==> src/rtl/ferp_pkg.sv <==
// Shared types and constants of the flash erase range planner.
// No dependencies; used by every module of the block.
package ferp_pkg;

  localparam int NUM_CMD     = 6;
  localparam int ADDR_W      = 32;
  localparam int WIN_W       = 25;
  localparam int COUNT_W     = 17;
  localparam int CFG_INDEX_W = 4;
  localparam int IN_TDATA_W  = 64;
  localparam int OUT_TDATA_W = 56;

  typedef enum logic [1:0] {
    ST_OK    = 2'd0,
    ST_ADDR  = 2'd1,
    ST_RANGE = 2'd2,
    ST_ALIGN = 2'd3
  } status_t;

  typedef enum logic [1:0] {
    SZ_256 = 2'd0,
    SZ_1K  = 2'd1,
    SZ_32K = 2'd2
  } size_t;

  localparam logic [CFG_INDEX_W-1:0] REG_WIN_BASE     = 4'd0;
  localparam logic [CFG_INDEX_W-1:0] REG_WINDOW_BYTES = 4'd1;

  localparam logic [ADDR_W-1:0] BASE_RESET   = 32'h0800_0000;
  localparam logic [WIN_W-1:0]  WINDOW_RESET = 25'h000_F800;

  // Command slots in emission order
  localparam logic [2:0] SLOT_F32  = 3'd0;
  localparam logic [2:0] SLOT_B32  = 3'd1;
  localparam logic [2:0] SLOT_F1K  = 3'd2;
  localparam logic [2:0] SLOT_B1K  = 3'd3;
  localparam logic [2:0] SLOT_F256 = 3'd4;
  localparam logic [2:0] SLOT_B256 = 3'd5;

  typedef struct packed {
    status_t                             status;
    logic [NUM_CMD-1:0]                  mask;
    logic [NUM_CMD-1:0][ADDR_W-1:0]      addr;
    logic [NUM_CMD-1:0][COUNT_W-1:0]     count;
  } plan_t;

  function automatic size_t slot_size(input logic [2:0] slot);
    size_t sz;
    case (slot)
      SLOT_F32, SLOT_B32:   sz = SZ_32K;
      SLOT_F1K, SLOT_B1K:   sz = SZ_1K;
      SLOT_F256, SLOT_B256: sz = SZ_256;
      default:              sz = SZ_256;
    endcase
    return sz;
  endfunction

endpackage

==> src/rtl/ferp_plan.sv <==
// Four-stage planning pipeline: window checks, then 32 KB, 1 KB and 256 B split.
// Depends on ferp_pkg; produces one plan_t per request for ferp_emit.
module ferp_plan #(
  parameter int ADDR_WIDTH = 32
) (
  input  logic                      clk,
  input  logic                      rst,
  input  logic [31:0]               win_base,
  input  logic [24:0]               window_bytes,
  input  logic                      in_valid,
  output logic                      in_ready,
  input  logic [31:0]               start_address,
  input  logic [31:0]               length_bytes,
  output logic                      out_valid,
  input  logic                      out_ready,
  output ferp_pkg::plan_t           out_plan
);

  localparam logic [32:0] LIMIT = 33'(1) << ADDR_WIDTH;

  logic adv1, adv2, adv3, adv4;

  // stage 1: sums
  logic        s1_valid;
  logic [31:0] s1_start, s1_len;
  logic [32:0] s1_win_end, s1_end;
  logic [32:0] win_raw, win_end_c;

  // stage 2: status and head/tail split
  logic                s2_valid;
  ferp_pkg::status_t   s2_status;
  logic [31:0]         s2_start, s2_end, s2_a1, s2_l1;
  logic [15:0]         s2_l0;
  ferp_pkg::status_t   status_c;
  logic                big_c, mid_c;
  logic [15:0]         l0_c;

  // stage 3: 32 KB commands
  logic                s3_valid;
  ferp_pkg::status_t   s3_status;
  logic [31:0]         s3_start, s3_end, s3_a1, s3_b32_addr;
  logic [14:0]         s3_l0, s3_l1;
  logic                s3_f32, s3_b32;
  logic [16:0]         s3_b32_cnt;
  logic                f32_c, b32_c;
  logic [14:0]         l0p_c, l1p_c;
  logic [31:0]         a1p_c, b32_diff;

  // stage 4: 1 KB and 256 B commands
  logic                s4_valid;
  ferp_pkg::plan_t     s4_plan;
  logic                f1_c, b1_c;
  logic [9:0]          l0pp_c, l1pp_c;
  logic [31:0]         a1pp_c;
  logic [14:0]         f1_diff, b1_diff;
  ferp_pkg::plan_t     plan_c;

  assign adv4     = !s4_valid || out_ready;
  assign adv3     = !s3_valid || adv4;
  assign adv2     = !s2_valid || adv3;
  assign adv1     = !s1_valid || adv2;
  assign in_ready = adv1;

  assign out_valid = s4_valid;
  assign out_plan  = s4_plan;

  // Window end clipped to the address space
  assign win_raw   = {1'b0, win_base} + {8'b0, window_bytes};
  assign win_end_c = (win_raw > LIMIT) ? LIMIT : win_raw;

  always_ff @(posedge clk) begin
    if (rst) begin
      s1_valid <= 1'b0;
    end else if (adv1) begin
      s1_valid <= in_valid;
    end
    if (adv1) begin
      s1_start   <= start_address;
      s1_len     <= length_bytes;
      s1_win_end <= win_end_c;
      s1_end     <= {1'b0, start_address} + {1'b0, length_bytes};
    end
  end

  always_comb begin
    if ((s1_start < win_base) || ({1'b0, s1_start} >= s1_win_end)) begin
      status_c = ferp_pkg::ST_ADDR;
    end else if (s1_end > s1_win_end) begin
      status_c = ferp_pkg::ST_RANGE;
    end else if ((s1_start[7:0] != 8'd0) || (s1_len[7:0] != 8'd0) || (s1_len == 32'd0)) begin
      status_c = ferp_pkg::ST_ALIGN;
    end else begin
      status_c = ferp_pkg::ST_OK;
    end
    big_c = (s1_len[31:15] != 17'd0);
    mid_c = (s1_len[31:10] != 22'd0);
    // Head runs up to the next boundary of the largest granule that fits
    if (big_c) begin
      l0_c = 16'h8000 - {1'b0, s1_start[14:0]};
    end else if (mid_c) begin
      l0_c = 16'h0400 - {6'b0, s1_start[9:0]};
    end else begin
      l0_c = s1_len[15:0];
    end
  end

  always_ff @(posedge clk) begin
    if (rst) begin
      s2_valid <= 1'b0;
    end else if (adv2) begin
      s2_valid <= s1_valid;
    end
    if (adv2) begin
      s2_status <= status_c;
      s2_start  <= s1_start;
      s2_end    <= s1_end[31:0];
      s2_l0     <= l0_c;
      s2_a1     <= s1_start + {16'b0, l0_c};
      s2_l1     <= s1_len - {16'b0, l0_c};
    end
  end

  always_comb begin
    f32_c = s2_l0[15];
    l0p_c = f32_c ? 15'd0 : s2_l0[14:0];
    b32_c = (s2_l1[31:15] != 17'd0);
    if (b32_c) begin
      a1p_c = {s2_end[31:15], 15'd0};
      l1p_c = s2_end[14:0];
    end else begin
      a1p_c = s2_a1;
      l1p_c = s2_l1[14:0];
    end
    b32_diff = s2_l1 - {17'b0, l1p_c};
  end

  always_ff @(posedge clk) begin
    if (rst) begin
      s3_valid <= 1'b0;
    end else if (adv3) begin
      s3_valid <= s2_valid;
    end
    if (adv3) begin
      s3_status   <= s2_status;
      s3_start    <= s2_start;
      s3_end      <= s2_end;
      s3_a1       <= a1p_c;
      s3_l0       <= l0p_c;
      s3_l1       <= l1p_c;
      s3_f32      <= f32_c;
      s3_b32      <= b32_c;
      s3_b32_addr <= s2_a1;
      s3_b32_cnt  <= b32_diff[31:15];
    end
  end

  always_comb begin
    f1_c   = (s3_l0[14:10] != 5'd0);
    // Remaining head below the next 1 KB boundary
    l0pp_c = f1_c ? (10'd0 - s3_start[9:0]) : s3_l0[9:0];
    f1_diff = s3_l0 - {5'b0, l0pp_c};
    b1_c   = (s3_l1[14:10] != 5'd0);
    if (b1_c) begin
      a1pp_c = {s3_end[31:10], 10'd0};
      l1pp_c = s3_end[9:0];
    end else begin
      a1pp_c = s3_a1;
      l1pp_c = s3_l1[9:0];
    end
    b1_diff = s3_l1 - {5'b0, l1pp_c};

    plan_c        = '0;
    plan_c.status = s3_status;
    if (s3_status != ferp_pkg::ST_OK) begin
      plan_c.mask[ferp_pkg::SLOT_F32] = 1'b1;
    end else begin
      plan_c.mask[ferp_pkg::SLOT_F32]   = s3_f32;
      plan_c.addr[ferp_pkg::SLOT_F32]   = s3_start;
      plan_c.count[ferp_pkg::SLOT_F32]  = 17'd1;
      plan_c.mask[ferp_pkg::SLOT_B32]   = s3_b32;
      plan_c.addr[ferp_pkg::SLOT_B32]   = s3_b32_addr;
      plan_c.count[ferp_pkg::SLOT_B32]  = s3_b32_cnt;
      plan_c.mask[ferp_pkg::SLOT_F1K]   = f1_c;
      plan_c.addr[ferp_pkg::SLOT_F1K]   = s3_start + {22'b0, l0pp_c};
      plan_c.count[ferp_pkg::SLOT_F1K]  = {12'b0, f1_diff[14:10]};
      plan_c.mask[ferp_pkg::SLOT_B1K]   = b1_c;
      plan_c.addr[ferp_pkg::SLOT_B1K]   = s3_a1;
      plan_c.count[ferp_pkg::SLOT_B1K]  = {12'b0, b1_diff[14:10]};
      plan_c.mask[ferp_pkg::SLOT_F256]  = (l0pp_c != 10'd0);
      plan_c.addr[ferp_pkg::SLOT_F256]  = s3_start;
      plan_c.count[ferp_pkg::SLOT_F256] = {15'b0, l0pp_c[9:8]};
      plan_c.mask[ferp_pkg::SLOT_B256]  = (l1pp_c != 10'd0);
      plan_c.addr[ferp_pkg::SLOT_B256]  = a1pp_c;
      plan_c.count[ferp_pkg::SLOT_B256] = {15'b0, l1pp_c[9:8]};
    end
  end

  always_ff @(posedge clk) begin
    if (rst) begin
      s4_valid <= 1'b0;
    end else if (adv4) begin
      s4_valid <= s3_valid;
    end
    if (adv4) begin
      s4_plan <= plan_c;
    end
  end

endmodule

==> src/rtl/ferp_emit.sv <==
// Output serialiser: holds one plan and sends its commands one per transaction.
// Depends on ferp_pkg; fed by ferp_plan.
module ferp_emit (
  input  logic                                  clk,
  input  logic                                  rst,
  input  logic                                  in_valid,
  output logic                                  in_ready,
  input  ferp_pkg::plan_t                       in_plan,
  output logic                                  m_tvalid,
  input  logic                                  m_tready,
  output logic [ferp_pkg::OUT_TDATA_W-1:0]      m_tdata,
  output logic                                  m_tlast
);

  logic [ferp_pkg::NUM_CMD-1:0]                         mask;
  ferp_pkg::status_t                                    status;
  logic [ferp_pkg::NUM_CMD-1:0][ferp_pkg::ADDR_W-1:0]   addr;
  logic [ferp_pkg::NUM_CMD-1:0][ferp_pkg::COUNT_W-1:0]  count;

  logic [ferp_pkg::NUM_CMD-1:0]   sel, rest;
  logic                           take, load;
  ferp_pkg::size_t                blk_size;
  logic [ferp_pkg::ADDR_W-1:0]    blk_addr;
  logic [ferp_pkg::COUNT_W-1:0]   blk_count;

  assign sel      = mask & (~mask + 6'd1);
  assign rest     = mask & (mask - 6'd1);
  assign m_tvalid = (mask != '0);
  assign m_tlast  = (rest == '0);
  assign take     = m_tvalid && m_tready;
  // Refill as the last command of the current plan leaves
  assign load     = !m_tvalid || (take && m_tlast);
  assign in_ready = load;

  always_comb begin
    blk_size  = ferp_pkg::SZ_256;
    blk_addr  = '0;
    blk_count = '0;
    for (int i = 0; i < ferp_pkg::NUM_CMD; i++) begin
      if (sel[i]) begin
        blk_size  = ferp_pkg::slot_size(3'(i));
        blk_addr  = addr[i];
        blk_count = count[i];
      end
    end
    if (status != ferp_pkg::ST_OK) begin
      blk_size = ferp_pkg::SZ_256;
    end
  end

  assign m_tdata = {3'b000, blk_count, blk_addr, blk_size, status};

  always_ff @(posedge clk) begin
    if (rst) begin
      mask <= '0;
    end else if (load) begin
      mask <= in_valid ? in_plan.mask : '0;
    end else if (take) begin
      mask <= rest;
    end
    if (load && in_valid) begin
      status <= in_plan.status;
      addr   <= in_plan.addr;
      count  <= in_plan.count;
    end
  end

endmodule

==> src/rtl/flash_erase_range_planner.sv <==
// Flash erase range planner: four-stage planning pipeline and output serialiser.
// Depends on ferp_pkg, ferp_plan and ferp_emit.
//
// Usage:
//   Requests enter on the s_ channel (start address, byte length). Each request
//   yields one to six erase commands on the m_ channel, in the order front 32 KB,
//   back 32 KB, front 1 KB, back 1 KB, front 256 B, back 256 B; tlast marks the
//   final command. A failed check yields one transaction carrying the status code.
//   The window base and window_bytes are written on the cfg_ channel, which is
//   always ready; write them only while no request is in flight.
//   The first command of a request reaches the m_ channel after passing the four
//   planning stages and the serialiser's plan register. Throughput: one command
//   per cycle on the output while m_tready is high; the four planning stages
//   accept a request every cycle while they have room, and the next plan enters
//   the serialiser in the cycle its predecessor's last command leaves.
//   When m_tready is low, the serialiser holds its command and the planning
//   stages fill up and then hold, so s_tready drops; nothing is lost or repeated.
//   Reset empties every stage and restores the register defaults (base
//   0x0800_0000, window 0xF800 bytes).
module flash_erase_range_planner #(
  parameter int ADDR_WIDTH = 32
) (
  input  logic                                  clk,
  input  logic                                  rst,
  input  logic                                  s_tvalid,
  output logic                                  s_tready,
  // start_address [31:0], length_bytes [63:32]
  input  logic [ferp_pkg::IN_TDATA_W-1:0]       s_tdata,
  output logic                                  m_tvalid,
  input  logic                                  m_tready,
  // status [1:0], block_size [3:2], block_address [35:4], block_count [52:36], zero [55:53]
  output logic [ferp_pkg::OUT_TDATA_W-1:0]      m_tdata,
  output logic                                  m_tlast,
  input  logic                                  cfg_valid,
  output logic                                  cfg_ready,
  input  logic [ferp_pkg::CFG_INDEX_W-1:0]      cfg_index,
  input  logic [31:0]                           cfg_data
);

  logic [ferp_pkg::ADDR_W-1:0] win_base;
  logic [ferp_pkg::WIN_W-1:0]  window_bytes;

  logic            plan_valid, plan_ready;
  ferp_pkg::plan_t plan;

  assign cfg_ready = 1'b1;

  always_ff @(posedge clk) begin
    if (rst) begin
      win_base     <= ferp_pkg::BASE_RESET;
      window_bytes <= ferp_pkg::WINDOW_RESET;
    end else if (cfg_valid) begin
      case (cfg_index)
        ferp_pkg::REG_WIN_BASE:     win_base     <= cfg_data;
        ferp_pkg::REG_WINDOW_BYTES: window_bytes <= cfg_data[ferp_pkg::WIN_W-1:0];
        default: ;
      endcase
    end
  end

  ferp_plan #(
    .ADDR_WIDTH (ADDR_WIDTH)
  ) u_plan (
    .clk           (clk),
    .rst           (rst),
    .win_base      (win_base),
    .window_bytes  (window_bytes),
    .in_valid      (s_tvalid),
    .in_ready      (s_tready),
    .start_address (s_tdata[31:0]),
    .length_bytes  (s_tdata[63:32]),
    .out_valid     (plan_valid),
    .out_ready     (plan_ready),
    .out_plan      (plan)
  );

  ferp_emit u_emit (
    .clk      (clk),
    .rst      (rst),
    .in_valid (plan_valid),
    .in_ready (plan_ready),
    .in_plan  (plan),
    .m_tvalid (m_tvalid),
    .m_tready (m_tready),
    .m_tdata  (m_tdata),
    .m_tlast  (m_tlast)
  );

endmodule

==> config.mk <==
export PLATFORM = sky130hd
export DESIGN_NAME = flash_erase_range_planner
export DESIGN_NICKNAME = d
export VERILOG_FILES = /design/src/rtl/ferp_pkg.sv /design/src/rtl/ferp_plan.sv /design/src/rtl/ferp_emit.sv /design/src/rtl/flash_erase_range_planner.sv
export SDC_FILE = /design/constraint.sdc
export NUM_CORES = 1
export LEC_CHECK = 0
export ABC_AREA = 1
export ABC_CLOCK_PERIOD_IN_PS = 28000
export BUFFER_PORTS_ARGS = -buffer_cell sky130_fd_sc_hd__buf_2
export CORE_MARGIN = 4
export CORE_UTILIZATION = 40
export CTS_BUF_LIST = sky130_fd_sc_hd__clkbuf_16
export CTS_CLUSTER_DIAMETER = 50
export DETAILED_ROUTE_END_ITERATION = 6
export PLACE_DENSITY = 0.67
export SLEW_MARGIN = 25
export SYNTH_ARGS = -nofsm -noshare
export SYNTH_HDL_FRONTEND = slang
export SYNTH_SLANG_ARGS = --single-unit
==> constraint.sdc <==
create_clock -name clk -period 28 [get_ports clk]
set_input_delay 7 -clock clk [delete_from_list [all_inputs] [get_ports clk]]
set_output_delay 7 -clock clk [all_outputs]
set_load 0.005 [all_outputs]
After elaboration in Yosys (flattened, before gate mapping)
Cells that the tools add are included.
{ "word_totals": {"ff_bits": 1056, "inputBits": 105, "output_inout_bits": 60, "elab_cells": 146} }
{ "classes": {"add_sub_neg": 13, "n_lt_le_gt_ge": 4, "n_eq_ne": 1, "n_mux": 32, "n_bitwise": 3, "n_reduce_logical": 35} }
{ "op_table": {"columns": ["op", "n"], "rows": [
  ["$mux W32", 8],
  ["$mux W17", 6],
  ["$reduce_bool A17 Y1", 2],
  ["$add A32 B25 Y33", 1],
  ["$add A32 B32 Y33", 1],
  ["$ge A32 B33 Y1", 1],
  ["$gt A33 B33 Y1", 1],
  ["$gt A33 B33 Y1 const B", 1],
  ["$add A32 B10 Y32", 1],
  ["$add A32 B16 Y32", 1],
  ["$logic_not A32 Y1", 1],
  ["$lt A32 B32 Y1", 1],
  ["$mux W16", 2],
  ["$sub A32 B15 Y32", 1],
  ["$sub A32 B16 Y32", 1],
  ["$sub A15 B10 Y15", 2],
  ["$reduce_bool A22 Y1", 1],
  ["$mux W10", 2],
  ["$reduce_bool A10 Y1", 2],
  ["$mux W2", 9],
  ["$mux W6", 3],
  ["$reduce_bool A8 Y1", 2],
  ["$sub A16 B15 Y16 const A", 1],
  ["$mux W15", 1],
  ["18 further kinds", 36]
]} }

Logic depth before layout (Yosys ltp)
{ "logic_depth": {"depth_word": 10, "ltp_mapped": 25, "depth_no_buf": 23} }

Hierarchy
From an unflattened synthesis, not the netlist that was laid out.
{ "unflattened": {"hier_cells": 4849, "area_unflattened_um2": 49407.4} }
{ "by_module_without_submodules": {"columns": ["module", "n_inst", "cells_per_inst", "area_each_um2"], "rows": [
  ["ferp_plan", 1, 3621, 35351.4],
  ["ferp_emit", 1, 813, 11362.1],
  ["flash_erase_range_planner", 1, 415, 2693.8]
]} }

Worst setup path after synthesis
Ideal clock, no wire load.
{ "synth_timing": {"kind": "in2out", "start": "input port m_tready", "end": "output port s_tready", "arrival_time_ns": 18.502, "setup_slack_ns": 2.498, "cell_stages": 8, "n_path_buf": 0, "cell_sequence": "inv_1 nand2_1 nand2_1 nand2_1 nor2_1 inv_1 nor2_1 nand2_1"} }
{ "synth_via": {"elab_chain_len": 7} }
{ "synth_lines": {"columns": ["element", "line_no", "source"], "rows": [
  ["start, declared", "flash_erase_range_planner.sv:30", "input logic m_tready,"],
  ["$logic_and A1 B1 Y1", "ferp_emit.sv:30", "assign take = m_tvalid && m_tready;"],
  ["$logic_and A1 B1 Y1", "ferp_emit.sv:32", "assign load = !m_tvalid || (take && m_tlast);"],
  ["$logic_or A1 B1 Y1", "ferp_emit.sv:32", null],
  ["$logic_or A1 B1 Y1", "ferp_plan.sv:58", "assign adv4 = !s4_valid || out_ready;"],
  ["net u_plan.adv4", "ferp_plan.sv:21", "logic adv1, adv2, adv3, adv4;"],
  ["$logic_or A1 B1 Y1", "ferp_plan.sv:59", "assign adv3 = !s3_valid || adv4;"],
  ["net u_plan.adv3", "ferp_plan.sv:21", null],
  ["$logic_or A1 B1 Y1", "ferp_plan.sv:60", "assign adv2 = !s2_valid || adv3;"],
  ["$logic_or A1 B1 Y1", "ferp_plan.sv:61", "assign adv1 = !s1_valid || adv2;"],
  ["end, declared", "flash_erase_range_planner.sv:26", "output logic s_tready,"]
]} }
The timed path passes the listed nets, and every way through them passes these cells.

Final worst setup path
Same ends and word-level chain as after synthesis.

==> results.yml <==
sta:
  finalMaxSlewViolations: 0
  maxClockFrequency_mhz: 59.4
  rsz_0062_raised_after_global_routing: "false"
  final_hold_viol_count: 0
  relSlewSlack_pct: 32.2
  report.final.setup_viol: 0
  layout_worst_path_cycle_share_pct: 60.1
  finalCriticalPeriod_ns: 16.84
  tightestPinTransition_ns: 1.02
  fin_hold_ws_ns: 0.402
  tns_ns: 0
  clock_skew_after_layout_ns: 0.0387
  setup_slack_ns: 11.16
placed_design:
  placement.cell_area_mm2: 0.0467
  placed_cell_count: 5892
  gp_routability_congestion: 0.972
  numPortBuffers: 160
  detailed_place_hpwl_um: 83800
  dp_slack_ns: 11.09
power_and_ir_drop:
  power_switching_mw: 0.868
  sequentialPowerShare_pct: 50.2
  power_frac_clock_pct: 39.0
  power-per-cell-area_mw_per_mm2: 67.6
  internal_power_mw: 2.52
  power_switching_share_pct: 25.6
  ir_worst_vdd_v: 0.0000430
  power_frac_comb_pct: 10.8
  leakage_nw: 21.3
min_path:
  worstHoldPathCells: 0
  timing.hold.worst.class: "flip-flop to flip-flop"
global_routing:
  grt_overflow_total: 0
  antenna_found_initial: 7
  grt_first_pass_wirelength_um: 171000
  grt_max_degree: 104
  vias_in_the_first_global_route: 30100
  grt_usage_pct: 18.9
critical_path:
  path_buf_inv: 4
  worst_r2r_endpoint: "u_plan.s1_len[23]$_DFFE_PP_"
  critical_path.top_delay_family: "simple AND/OR/NAND/NOR gates"
  ff2ff_setup_slack_ns: 22.55
  critical_path_peak_fanout: 103
  critical_path_required_ns: 21.00
  worstPathCellList: "buf_2 > inv_1 > nand2_1 > nand2_1 > nand2_4 > nor2_1 > inv_6 > nor2_1 > nand2_4 > buf_2"
  worst_r2r_startpoint: "u_emit.mask[1]$_SDFFE_PP0P_"
  crit_path_max_incr_delay_ns: 0.66
  cp_data_arrival_time_ns: 9.84
  critPathKind: "input port to output pin"
  cp-startpoint: "m_tready"
  critical_path_depth: 10
  critical-path-slowest-cell: "sky130_fd_sc_hd__nor2_1"
  worstSetupEndpoint: "s_tready"
  timing.critical_path.from_type: "input port"
  timing.critical_path.to_type: "output pin"
  depth_of_the_worst_register_to_register_path: 15
clocking:
  tritoncts: "yes"
  tritoncts_buffer_count: 100
  cts-root-to-sink-buffers: 3
  postCtsSetupBuffers: 0
  cts.hold.buffers_added: 0
  clk_pin_slew_ns: 0.06
  htreeDepth: 3
  cts.repair.resized: 0
  clk_latency_ns: 0.67
  cts-root-buf: "sky130_fd_sc_hd__clkbuf_16"
  tritoncts_num_sinks: 916
die:
  die-area_mm2: 0.116
  floorplan.initialDensity_pct: 40.4
  fp-row-count: 121
  core_mm2: 0.109
  dieWidth_um: 340
  io_pins: 165
  floorplan.die.height_um: 340
finish:
  multiInputGateArea_mm2: 0.0149
  area_growth_syn_to_layout_pct: 13.4
  postLayoutCellArea_mm2: 0.0501
  post_route_cells_drive_above_1_share_pct: 10.0
  finalNonFillerCells: 6083
  fin_nets: 4841
  n_fill_cell: 10200
  register_area_mm2: 0.0268
synth:
  ys_dominant_reg_cell: "sky130_fd_sc_hd__edfxtp_1"
  netlist-cell-type-count: 61
  synth_area_per_cell_um2: 10.2
  yosysWarnings: 0
  synth_area_mm2: 0.0442
  synth_enable_flop_cells: 849
  ys_top_cells_by_area: "sky130_fd_sc_hd__edfxtp_1, sky130_fd_sc_hd__nand2_1, sky130_fd_sc_hd__ha_1"
  synth_seq_area_share_pct: 60.7
  post_synth_inst_count: 4314
  yosys.area.top_type_share_pct: 57.7
  synth.cells.most_frequent: "sky130_fd_sc_hd__nand2_1, sky130_fd_sc_hd__edfxtp_1, sky130_fd_sc_hd__inv_1, sky130_fd_sc_hd__nor2_1, sky130_fd_sc_hd__a21oi_1"
  netlist.top_cell.by_area: "sky130_fd_sc_hd__edfxtp_1"
  yosysMostFrequentCell: "sky130_fd_sc_hd__nand2_1"
  async_flop_share_pct: 0
  ys_seq_elements: 916
route:
  remaining_antenna_violation_count_after_routing: 0
  viasPerCell: 5.02
  drc: 0
  drt_pass1_iterations: 5
  iteration_0_drc_markers: 2172
  drt-total-wl_um: 111000
  routed_wire_length_per_instance_um: 18.3
  vias: 30500
flow_run:
  maxCapViolCount: 0
outcome:
  status: "finished, final reports clean"
-- placed cells by master, fill, tap and decap left out, types with 6 or more instances in the layout --
cell,Yosys,final
sky130_fd_sc_hd__bufinv_16,0,10
sky130_fd_sc_hd__a21oi_1,282,282
sky130_fd_sc_hd__edfxtp_1,849,849
sky130_fd_sc_hd__o21ai_1,20,20
sky130_fd_sc_hd__o21bai_1,8,8
sky130_fd_sc_hd__ha_1,213,213
sky130_fd_sc_hd__nand3_1,226,225
sky130_fd_sc_hd__buf_2,9,160
sky130_fd_sc_hd__nand2_2,18,18
sky130_fd_sc_hd__inv_6,0,13
sky130_fd_sc_hd__nand3b_1,16,16
sky130_fd_sc_hd__nor3_1,58,58
sky130_fd_sc_hd__nor4_1,16,15
sky130_fd_sc_hd__mux2i_1,9,9
sky130_fd_sc_hd__o211ai_1,6,6
sky130_fd_sc_hd__dfxtp_1,67,67
sky130_fd_sc_hd__a21boi_0,15,15
sky130_fd_sc_hd__clkinv_2,0,16
sky130_fd_sc_hd__clkinv_1,2,19
sky130_fd_sc_hd__xor2_1,52,52
sky130_fd_sc_hd__nand3_2,9,9
sky130_fd_sc_hd__a31oi_1,10,10
sky130_fd_sc_hd__nor2_1,423,420
sky130_fd_sc_hd__inv_2,12,13
sky130_fd_sc_hd__mux2_2,17,17
sky130_fd_sc_hd__xnor2_1,42,42
sky130_fd_sc_hd__a21o_1,9,9
sky130_fd_sc_hd__o21a_1,20,20
sky130_fd_sc_hd__buf_4,4,24
sky130_fd_sc_hd__nand4_1,54,54
sky130_fd_sc_hd__nor2_2,19,21
sky130_fd_sc_hd__inv_1,553,568
sky130_fd_sc_hd__a21oi_2,23,23
sky130_fd_sc_hd__nand2_1,939,937
sky130_fd_sc_hd__nor2_4,5,6
sky130_fd_sc_hd__o21ai_0,184,184
sky130_fd_sc_hd__clkbuf_16,0,102
-- cells by family after synthesis --
logic type                 Yosys count  share of synthesized area (%)
and+or+nand+nor                   1802                           17.2
DFF                                916                           60.7
buffers and inverters              651                           5.66
AOI/OAI and AO/OA                  605                           7.61
adders and majority gates          218                           6.26
xor gates and xnor gates            94                           1.86
muxes                               26                          0.637
other                                2                         0.0170
-- worst reg2reg max path, stage by stage, from the launching register on --
cell                       delay (ns)
sky130_fd_sc_hd__dfxtp_1         0.35
sky130_fd_sc_hd__nor2_4          0.14
sky130_fd_sc_hd__nand2_1         0.08
sky130_fd_sc_hd__nor2_1          0.13
sky130_fd_sc_hd__inv_1           0.09
sky130_fd_sc_hd__nor2_1          0.14
sky130_fd_sc_hd__inv_1           0.11
sky130_fd_sc_hd__a211oi_2        0.23
sky130_fd_sc_hd__nand2_1         0.19
sky130_fd_sc_hd__nand2_4         0.61
sky130_fd_sc_hd__nor2_1          0.22
sky130_fd_sc_hd__inv_6           0.70
sky130_fd_sc_hd__nor2_1          0.41
sky130_fd_sc_hd__nand2_4         0.18
sky130_fd_sc_hd__buf_4           0.64
sky130_fd_sc_hd__buf_4           0.81
-- layout make-up --
type	instances	share of cell area, %
Clock buffer	102	5.09
Clock inverter	88	1.69
Multi-Input combinational cell	2749	29.8
Antenna cell	1	0.00499
Inverter	567	4.28
Tap cell	1476	3.68
Timing Repair Buffer	184	1.96
Sequential cell	916	53.5
-- registers in the layout, indices dropped and copies added, names as in the netlist, 16 cells and up --
signal,cells
u_emit.addr,160
u_emit.count,32
u_plan.out_plan,200
u_plan.s1_end,33
u_plan.s1_len,32
u_plan.s1_start,32
u_plan.s1_win_end,33
u_plan.s2_a1,32
u_plan.s2_end,32
u_plan.s2_l0,16
u_plan.s2_l1,32
u_plan.s2_start,32
u_plan.s3_a1,32
u_plan.s3_b32_addr,32
u_plan.s3_b32_cnt,17
u_plan.s3_end,32
u_plan.s3_start,32
win_base,32
window_bytes,25
-- power groups by stage --
stage | logic [mW] | registers (mW) | clock network, mW
after global routing | 0.419 | 1.71 | 1.41
after global placement | 0.358 | 1.72 | 0
after CTS | 0.368 | 1.70 | 1.35
final | 0.367 | 1.70 | 1.32
after floorplan | 0.260 | 1.68 | 0
after detailed placement | 0.365 | 1.73 | 0
-- metrics by stage --
step                util (%)  power (mW)
floorplan                  -        1.95
global placement        42.7        2.08
detailed placement      42.7        2.09
CTS                     45.8        3.42
global route            45.9        3.54
finish                  45.9        3.39
-- worst min path at each step --
stage	startpoint	to	slack, ns
final	u_plan.out_plan[204]$_SDFFCE_PN0P_	u_emit.addr[102]$_DFFE_PP_	0.40
after floorplan	u_plan.out_plan[102]$_SDFFCE_PN0P_	u_emit.addr[0]$_DFFE_PP_	0.40
after CTS	u_plan.s2_start[0]$_DFFE_PP_	u_plan.s3_start[0]$_DFFE_PP_	0.41
after global placement	u_plan.out_plan[140]$_SDFFCE_PN0P_	u_emit.addr[38]$_DFFE_PP_	0.40
after global routing	u_plan.out_plan[204]$_SDFFCE_PN0P_	u_emit.addr[102]$_DFFE_PP_	0.41
after detailed placement	u_plan.out_plan[215]$_SDFFCE_PN0P_	u_emit.addr[113]$_DFFE_PP_	0.40
-- metal layers --
layer | GRT usage (%) | vias up | part of all wire (%)
met5 | 0 | - | 0
li1 | - | 15100 | -
met3 | 2.40 | 197 | 4.9
met1 | 24.2 | 14400 | 43
met2 | 33.2 | 806 | 49
met4 | 6.55 | 0 | 3.3
Power figures use the tool's default switching activity.
